===== src/rtl/offset_table_partition_lookup_macros.svh =====
// Assertion macros used by the offset table lookup core.
// The macros expect clk and rst_n to be visible in the including scope.
`ifndef OFFSET_TABLE_PARTITION_LOOKUP_MACROS_SVH
`define OFFSET_TABLE_PARTITION_LOOKUP_MACROS_SVH

// Same-cycle implication, disabled while reset is asserted.
`define OTPL_ASSERT_IMP(label, ante, cons, msg) \
    label: assert property (@(posedge clk) disable iff (!rst_n) (ante) |-> (cons)) \
        else $error(msg);

// Next-cycle implication, disabled while reset is asserted.
`define OTPL_ASSERT_NXT(label, ante, cons, msg) \
    label: assert property (@(posedge clk) disable iff (!rst_n) (ante) |=> (cons)) \
        else $error(msg);

`endif


===== src/rtl/otpl_pkg.sv =====
// Package for the offset table lookup: field widths, mode and register codes,
// and the item and result structures. No dependencies.
`timescale 1ns / 1ps

package otpl_pkg;

    localparam int SLOT_W    = 10;
    localparam int VAL_W     = 32;
    localparam int PART_W    = 10;
    localparam int COUNT_W   = 11;
    localparam int CFG_IDX_W = 1;
    localparam int CFG_W     = 32;

    typedef logic [1:0] mode_t;

    localparam mode_t MODE_WRITE     = 2'd0;
    localparam mode_t MODE_LOCATE    = 2'd1;
    localparam mode_t MODE_TRANSLATE = 2'd2;

    typedef logic [CFG_IDX_W-1:0] cfg_idx_t;

    localparam cfg_idx_t REG_PARTITION_COUNT = 1'b0;
    localparam cfg_idx_t REG_TOTAL_OBJECTS   = 1'b1;

    typedef struct packed {
        mode_t             mode;
        logic [SLOT_W-1:0] slot;
        logic [VAL_W-1:0]  value;
    } item_t;

    typedef struct packed {
        logic [PART_W-1:0] partition;
        logic [VAL_W-1:0]  local_index;
        logic [VAL_W-1:0]  global_index;
        logic [VAL_W-1:0]  partition_size;
        logic              below_first;
    } res_t;

endpackage


===== src/rtl/otpl_core.sv =====
// Sequencer for the offset table: stores offsets, runs the binary search over
// the table RAM and forms the result. Depends on otpl_pkg and the macro header.
`timescale 1ns / 1ps
`include "offset_table_partition_lookup_macros.svh"

module otpl_core import otpl_pkg::*; #(
    parameter int MAX_PARTS = 1024,
    parameter int AW        = $clog2(MAX_PARTS),
    parameter int CW        = $clog2(MAX_PARTS + 1)
) (
    input  logic             clk,
    input  logic             rst_n,
    input  logic             item_valid,
    output logic             item_ready,
    input  item_t            item,
    input  logic [CW-1:0]    eff_count,
    input  logic [VAL_W-1:0] total_objects,
    output logic             res_valid,
    input  logic             res_ready,
    output res_t             res,
    output logic             ram_we,
    output logic [AW-1:0]    ram_waddr,
    output logic [VAL_W-1:0] ram_wdata,
    output logic [AW-1:0]    ram_raddr,
    input  logic [VAL_W-1:0] ram_rdata
);

    typedef enum logic [4:0] {
        S_IDLE   = 5'b00001,
        S_SEARCH = 5'b00010,
        S_BASE   = 5'b00100,
        S_SIZE   = 5'b01000,
        S_OUT    = 5'b10000
    } state_t;

    state_t           state_reg, state_next;
    mode_t            mode_reg, mode_next;
    logic [AW-1:0]    slot_reg, slot_next;
    logic [VAL_W-1:0] value_reg, value_next;
    logic [CW-1:0]    lo_reg, lo_next;
    logic [CW-1:0]    len_reg, len_next;
    logic [CW-1:0]    part_reg, part_next;
    logic [VAL_W-1:0] base_reg, base_next;
    logic [VAL_W-1:0] start0_reg, start0_next;
    logic             last_reg, last_next;
    res_t             res_reg, res_next;

    logic [CW-1:0]    half;
    logic [CW-1:0]    lo_n;
    logic [CW-1:0]    len_n;
    logic [CW-1:0]    probe;
    logic [CW-1:0]    slot_inc;
    logic [VAL_W-1:0] next_start;
    logic             le;

    assign half       = len_reg >> 1;
    assign le         = (ram_rdata <= value_reg);
    assign slot_inc   = CW'(slot_reg) + CW'(1);
    assign next_start = last_reg ? (total_objects + start0_reg) : ram_rdata;

    always_comb
    begin
        state_next  = state_reg;
        mode_next   = mode_reg;
        slot_next   = slot_reg;
        value_next  = value_reg;
        lo_next     = lo_reg;
        len_next    = len_reg;
        part_next   = part_reg;
        base_next   = base_reg;
        start0_next = start0_reg;
        last_next   = last_reg;
        res_next    = res_reg;
        ram_we      = 1'b0;
        ram_waddr   = AW'(item.slot);
        ram_wdata   = item.value;
        ram_raddr   = '0;
        lo_n        = lo_reg;
        len_n       = half;
        probe       = '0;

        case (state_reg)
            S_IDLE:
            begin
                if (item_valid)
                begin
                    mode_next  = item.mode;
                    slot_next  = AW'(item.slot);
                    value_next = item.value;
                    res_next   = '0;
                    case (item.mode)
                        MODE_WRITE:
                        begin
                            if (32'(item.slot) < 32'(MAX_PARTS))
                            begin
                                ram_we = 1'b1;
                                if (item.slot == '0)
                                begin
                                    start0_next = item.value;
                                end
                            end
                            state_next = S_OUT;
                        end
                        MODE_LOCATE:
                        begin
                            lo_next    = '0;
                            len_next   = eff_count;
                            probe      = eff_count >> 1;
                            ram_raddr  = probe[AW-1:0];
                            state_next = S_SEARCH;
                        end
                        MODE_TRANSLATE:
                        begin
                            if (32'(item.slot) < 32'(eff_count))
                            begin
                                ram_raddr  = AW'(item.slot);
                                part_next  = CW'(item.slot);
                                state_next = S_BASE;
                            end
                            else
                            begin
                                state_next = S_OUT;
                            end
                        end
                        default:
                        begin
                            state_next = S_OUT;
                        end
                    endcase
                end
            end
            S_SEARCH:
            begin
                if (le)
                begin
                    lo_n      = lo_reg + half + CW'(1);
                    len_n     = len_reg - half - CW'(1);
                    base_next = ram_rdata;
                end
                lo_next  = lo_n;
                len_next = len_n;
                if (len_n != '0)
                begin
                    probe     = lo_n + (len_n >> 1);
                    ram_raddr = probe[AW-1:0];
                end
                else if (lo_n == '0)
                begin
                    res_next.below_first = 1'b1;
                    state_next           = S_OUT;
                end
                else
                begin
                    part_next  = lo_n - CW'(1);
                    last_next  = (lo_n == eff_count);
                    ram_raddr  = lo_n[AW-1:0];
                    state_next = S_SIZE;
                end
            end
            S_BASE:
            begin
                base_next  = ram_rdata;
                last_next  = (slot_inc == eff_count);
                ram_raddr  = slot_inc[AW-1:0];
                state_next = S_SIZE;
            end
            S_SIZE:
            begin
                res_next.partition      = PART_W'(part_reg);
                res_next.partition_size = next_start - base_reg;
                if (mode_reg == MODE_LOCATE)
                begin
                    res_next.local_index = value_reg - base_reg;
                end
                else
                begin
                    res_next.global_index = value_reg + base_reg;
                end
                state_next = S_OUT;
            end
            S_OUT:
            begin
                if (res_ready)
                begin
                    state_next = S_IDLE;
                end
            end
            default:
            begin
                state_next = S_IDLE;
            end
        endcase
    end

    always_ff @(posedge clk or negedge rst_n)
    begin
        if (!rst_n)
        begin
            state_reg <= S_IDLE;
        end
        else
        begin
            state_reg <= state_next;
        end
    end

    always_ff @(posedge clk)
    begin
        mode_reg   <= mode_next;
        slot_reg   <= slot_next;
        value_reg  <= value_next;
        lo_reg     <= lo_next;
        len_reg    <= len_next;
        part_reg   <= part_next;
        base_reg   <= base_next;
        start0_reg <= start0_next;
        last_reg   <= last_next;
        res_reg    <= res_next;
    end

    assign item_ready = (state_reg == S_IDLE);
    assign res_valid  = (state_reg == S_OUT);
    assign res        = res_reg;

    `OTPL_ASSERT_NXT(a_accept_leaves_idle, item_valid && item_ready, state_reg != S_IDLE,
        "core stayed idle after an item transfer")
    `OTPL_ASSERT_IMP(a_write_only_idle, ram_we, state_reg == S_IDLE,
        "table write outside the idle state")
    `OTPL_ASSERT_IMP(a_search_len_nonzero, state_reg == S_SEARCH, len_reg != '0,
        "search running with an empty range")
    `OTPL_ASSERT_IMP(a_search_in_range, state_reg == S_SEARCH,
        (32'(lo_reg) + 32'(len_reg)) <= 32'(eff_count),
        "search range runs past the partition count")
    `OTPL_ASSERT_IMP(a_below_first_zero, res_valid && res.below_first,
        res.partition == '0 && res.partition_size == '0 && res.local_index == '0,
        "below-first result carries nonzero fields")

endmodule


===== config.mk =====
export PLATFORM = sky130hd
export DESIGN_NAME = otpl_core
export DESIGN_NICKNAME = d
export VERILOG_FILES = /design/src/rtl/otpl_pkg.sv /design/src/rtl/otpl_core.sv
export VERILOG_INCLUDE_DIRS = /design/src /design/src/rtl
export SDC_FILE = /design/constraint.sdc
export NUM_CORES = 1
export LEC_CHECK = 0
export ABC_AREA = 1
export BUFFER_PORTS_ARGS = -buffer_cell sky130_fd_sc_hd__buf_2
export CAP_MARGIN = 20
export CORE_UTILIZATION = 35
export CTS_BUF_LIST = sky130_fd_sc_hd__clkbuf_8 sky130_fd_sc_hd__clkbuf_16
export CTS_CLUSTER_DIAMETER = 80
export CTS_CLUSTER_SIZE = 25
export DETAILED_ROUTE_END_ITERATION = 12
export HOLD_SLACK_MARGIN = 0.08
export PLACE_DENSITY = 0.55
export SLEW_MARGIN = 10
export SYNTH_ARGS = -nofsm -noshare
export SYNTH_HDL_FRONTEND = slang
export SYNTH_SLANG_ARGS = --single-unit

===== constraint.sdc =====
create_clock -name clk -period 8.2 [get_ports clk]
set_input_delay 0.82 -clock clk [delete_from_list [all_inputs] [get_ports clk]]
set_output_delay 0.82 -clock clk [all_outputs]
set_load 0.02 [all_outputs]

==> metrics.yaml <==
pwr:
  clkPwrFrac_pct: 20.2
  netSwitchingPower_uw: 2410
  pwr-share-comb_pct: 44.4
  p_int_uw: 3050
  power_leakage_uw: 0.0102
  vdd_ir_drop_max_v: 0.000115
  seqPwrFrac_pct: 35.3
  switching_share_pct: 44.2
  powerDensity_nw_per_um2: 245
worst_setup_path:
  critPathMostFrequentCell: "nand2_1"
  slowest_delay_ns: 0.52
  cp-end-kind: "output pin"
  arrival_ns: 4.90
  worstSetupPathType: "flop to output pin"
  r2r-start: "start0_reg[0]"
  startpoint: "value_reg[29]"
  reg2regPathDepth: 21
  cp_slowest_cell: "edfxtp_1"
  crit_family: "simple AND/OR/NAND/NOR gates"
  cp_data_required_time_ns: 7.38
  r2r_setup_slack_ns: 3.22
  cp-start-kind: "flop"
  cp.depth: 25
  path_max_fanout: 36
  crit_path_end: "ram_raddr[8]"
  r2r-end: "res[29]"
  path_buf_inv: 3
timing:
  grt_setup_unrepaired: "false"
  worstMarginPinSlew_ns: 1.10
  fin_crit_ns: 5.72
  fin_setup_tns_ns: 0
  finalHoldViolations: 0
  drv_slew: 0
  setup_violations: 0
  slew-limit-headroom_pct: 26.6
  fmax_ghz: 0.175
  post-route-period-util_pct: 69.7
  fin_skew_ns: 0.0443
global_routing:
  grt_overflow: 0
  antenna_found_initial: 8
  grt_pass1_vias: 16700
  grt_usage_pct: 21.9
  grt_pass1_wl_mm: 95.7
  grt_max_degree: 65
cts:
  cts_buffers: 21
  clockRootBuffer: "clkbuf_16"
  cts_sinks: 253
  clkSlewWorstSetupHoldPaths_ns: 0.09
  cts_tree: "done"
  cts_hold_buffers: 1
  htree_levels: 1
  cts_setup_buffers: 0
  postCtsResizedCells: 0
  clk-insertion-delay-late_ns: 0.57
  clockBufferDepth: 3
die:
  design.die.area_sq_um: 56700
  rows: 86
  start_util_pct: 35.4
  die_h_um: 238
  io-pin-count: 285
  die_w_um: 238
  core_sq_um: 55100
finish:
  final_util_pct: 40.4
  final.fill_count: 5659
  ff_latch_area_sq_um: 7570
  largest_reg_flops: 107
  fin_nets: 2960
  multiInputGateArea_sq_um: 10200
  area_delta_synth_final_pct: 14.0
  drive_gt1_share_pct: 14.7
  layout_commonest_cell: "nand2_1"
  final_cell_mix: "426 x nand2_1, 335 x inv_1, 284 x buf_2, 278 x a21oi_1, 248 x edfxtp_1"
min_path:
  timing.hold.worst.class: "primary input to flop"
yosys:
  ys_seq_area_share_pct: 38.8
  ys_types: 63
  synth.net_count: 2735
  async_reset_ff_share_pct: 1.98
  synth-seq-cells: 253
  synth_top_area_share_pct: 38.2
  ys.flop_type: "edfxtp_1"
  syn_avg_cell_area_sq_um: 8.11
  synthCells: 2405
  netlist.top_cell.by_area: "edfxtp_1"
  ys_warn_count: 0
  synthTopCellsByArea: "edfxtp_1 38%, ha_1 13%, nand2_1 8.2%, a21oi_1 7.2%, inv_1 6.4%"
  synth_edf_count: 248
  syn_area_sq_um: 19500
drt:
  vias_per_cell: 5.14
  drt_pre_antenna_iters: 7
  wl_per_cell_um: 18.8
  via_count: 17500
  wl_mm: 63.9
  ant_nets: 0
  remaining_drc_errors: 0
  drt_iter0_markers: 1331
outcome:
  status: "complete, no violations"
placed_design:
  port_buffers: 284
  dp_hpwl_mm: 51.9
  gp_congestion: 0.949
flow_run:
  max-cap-violations: 0
layer usage:
metal / GRT usage [%] / up-vias / wire (um) / part of all wire (%)
met4: 6.90 / 2 / 1850 / 2.9
met1: 28.8 / 8179 / 28300 / 44
met5: 0 / - / 13 / 0.020
li1: - / 8640 / - / -
met3: 2.59 / 105 / 3490 / 5.5
met2: 37.4 / 566 / 30300 / 47
metrics by stage:
step | instance area (sq um) | cells | hold slack (ns) | total power, uW | worst slack [ns]
floorplan | 19500 | 2405 | 0.519 | 3580 | 1.38
global placement | 21500 | 3354 | 0.527 | 4350 | 2.74
detailed placement | 21500 | 3354 | 0.531 | 4370 | 2.64
CTS | 22200 | 3393 | 0.406 | 5490 | 2.46
global route | 22200 | 3397 | 0.415 | 5820 | 1.94
finish | 22300 | 3400 | 0.441 | 5460 | 2.48
power groups by stage:
stage                     Sequential (uW)  Combinational [uW]  Clock, uW
after detailed placement             1970                2410          0
after floorplan                      2130                1450          0
after CTS                            1940                2420       1140
final                                1930                2430       1110
after global placement               1960                2390          0
after global routing                 1960                2680       1180
cell usage after synthesis (16+ instances only):
master / number
xor2_1: 32
nor2_1: 209
nor3_1: 28
o21ai_0: 179
nand3_1: 107
edfxtp_1: 248
ha_1: 200
clkbuf_1: 45
nand2_1: 427
a31oi_1: 16
buf_4: 43
inv_1: 334
o21a_1: 42
a21oi_1: 280
nand4_1: 32
final cells by class:
class	count	area share, %
antenna	7	0.0787
tap	748	4.21
timing repair buffer	297	6.84
sequential	253	34.0
clock buffer	21	2.36
multi-input combinational	1719	45.8
inverter	338	5.70
clock inverter	17	0.973
worst register-to-register path: cells and delay by family, from the launching register on:
family	cells	cell delay, ns
adders and majority gates	3	1.03
DFF	1	0.37
and+or+nand+nor	8	0.84
xor gates and xnor gates	1	0.19
AOI/OAI and AO/OA	9	2.27
logic make-up after synthesis:
| kind of cell | Yosys count | share of synthesized area (%) |
|---|---|---|
| compound gates | 595 | 16.9 |
| xor+xnor | 46 | 2.06 |
| fa+ha+maj | 207 | 13.5 |
| buf+inv | 433 | 9.31 |
| flops | 253 | 38.8 |
| simple gates | 871 | 19.4 |
worst min path at each step:
stage / start / end / slack (ns) / cells past startpoint
4_1_cts: ram_rdata[0] / base_reg[0] / 0.41 / 1
3_5_place_dp: part_reg[6] / res[103] / 0.53 / 2
2_1_floorplan: rst_n / state_reg[1] / 0.52 / 0
3_3_place_gp: part_reg[6] / res[103] / 0.53 / 2
6_report: ram_rdata[0] / base_reg[0] / 0.44 / 1
5_1_grt: ram_rdata[0] / base_reg[0] / 0.41 / 1
Note: power is estimated with default switching activity, not from simulation.
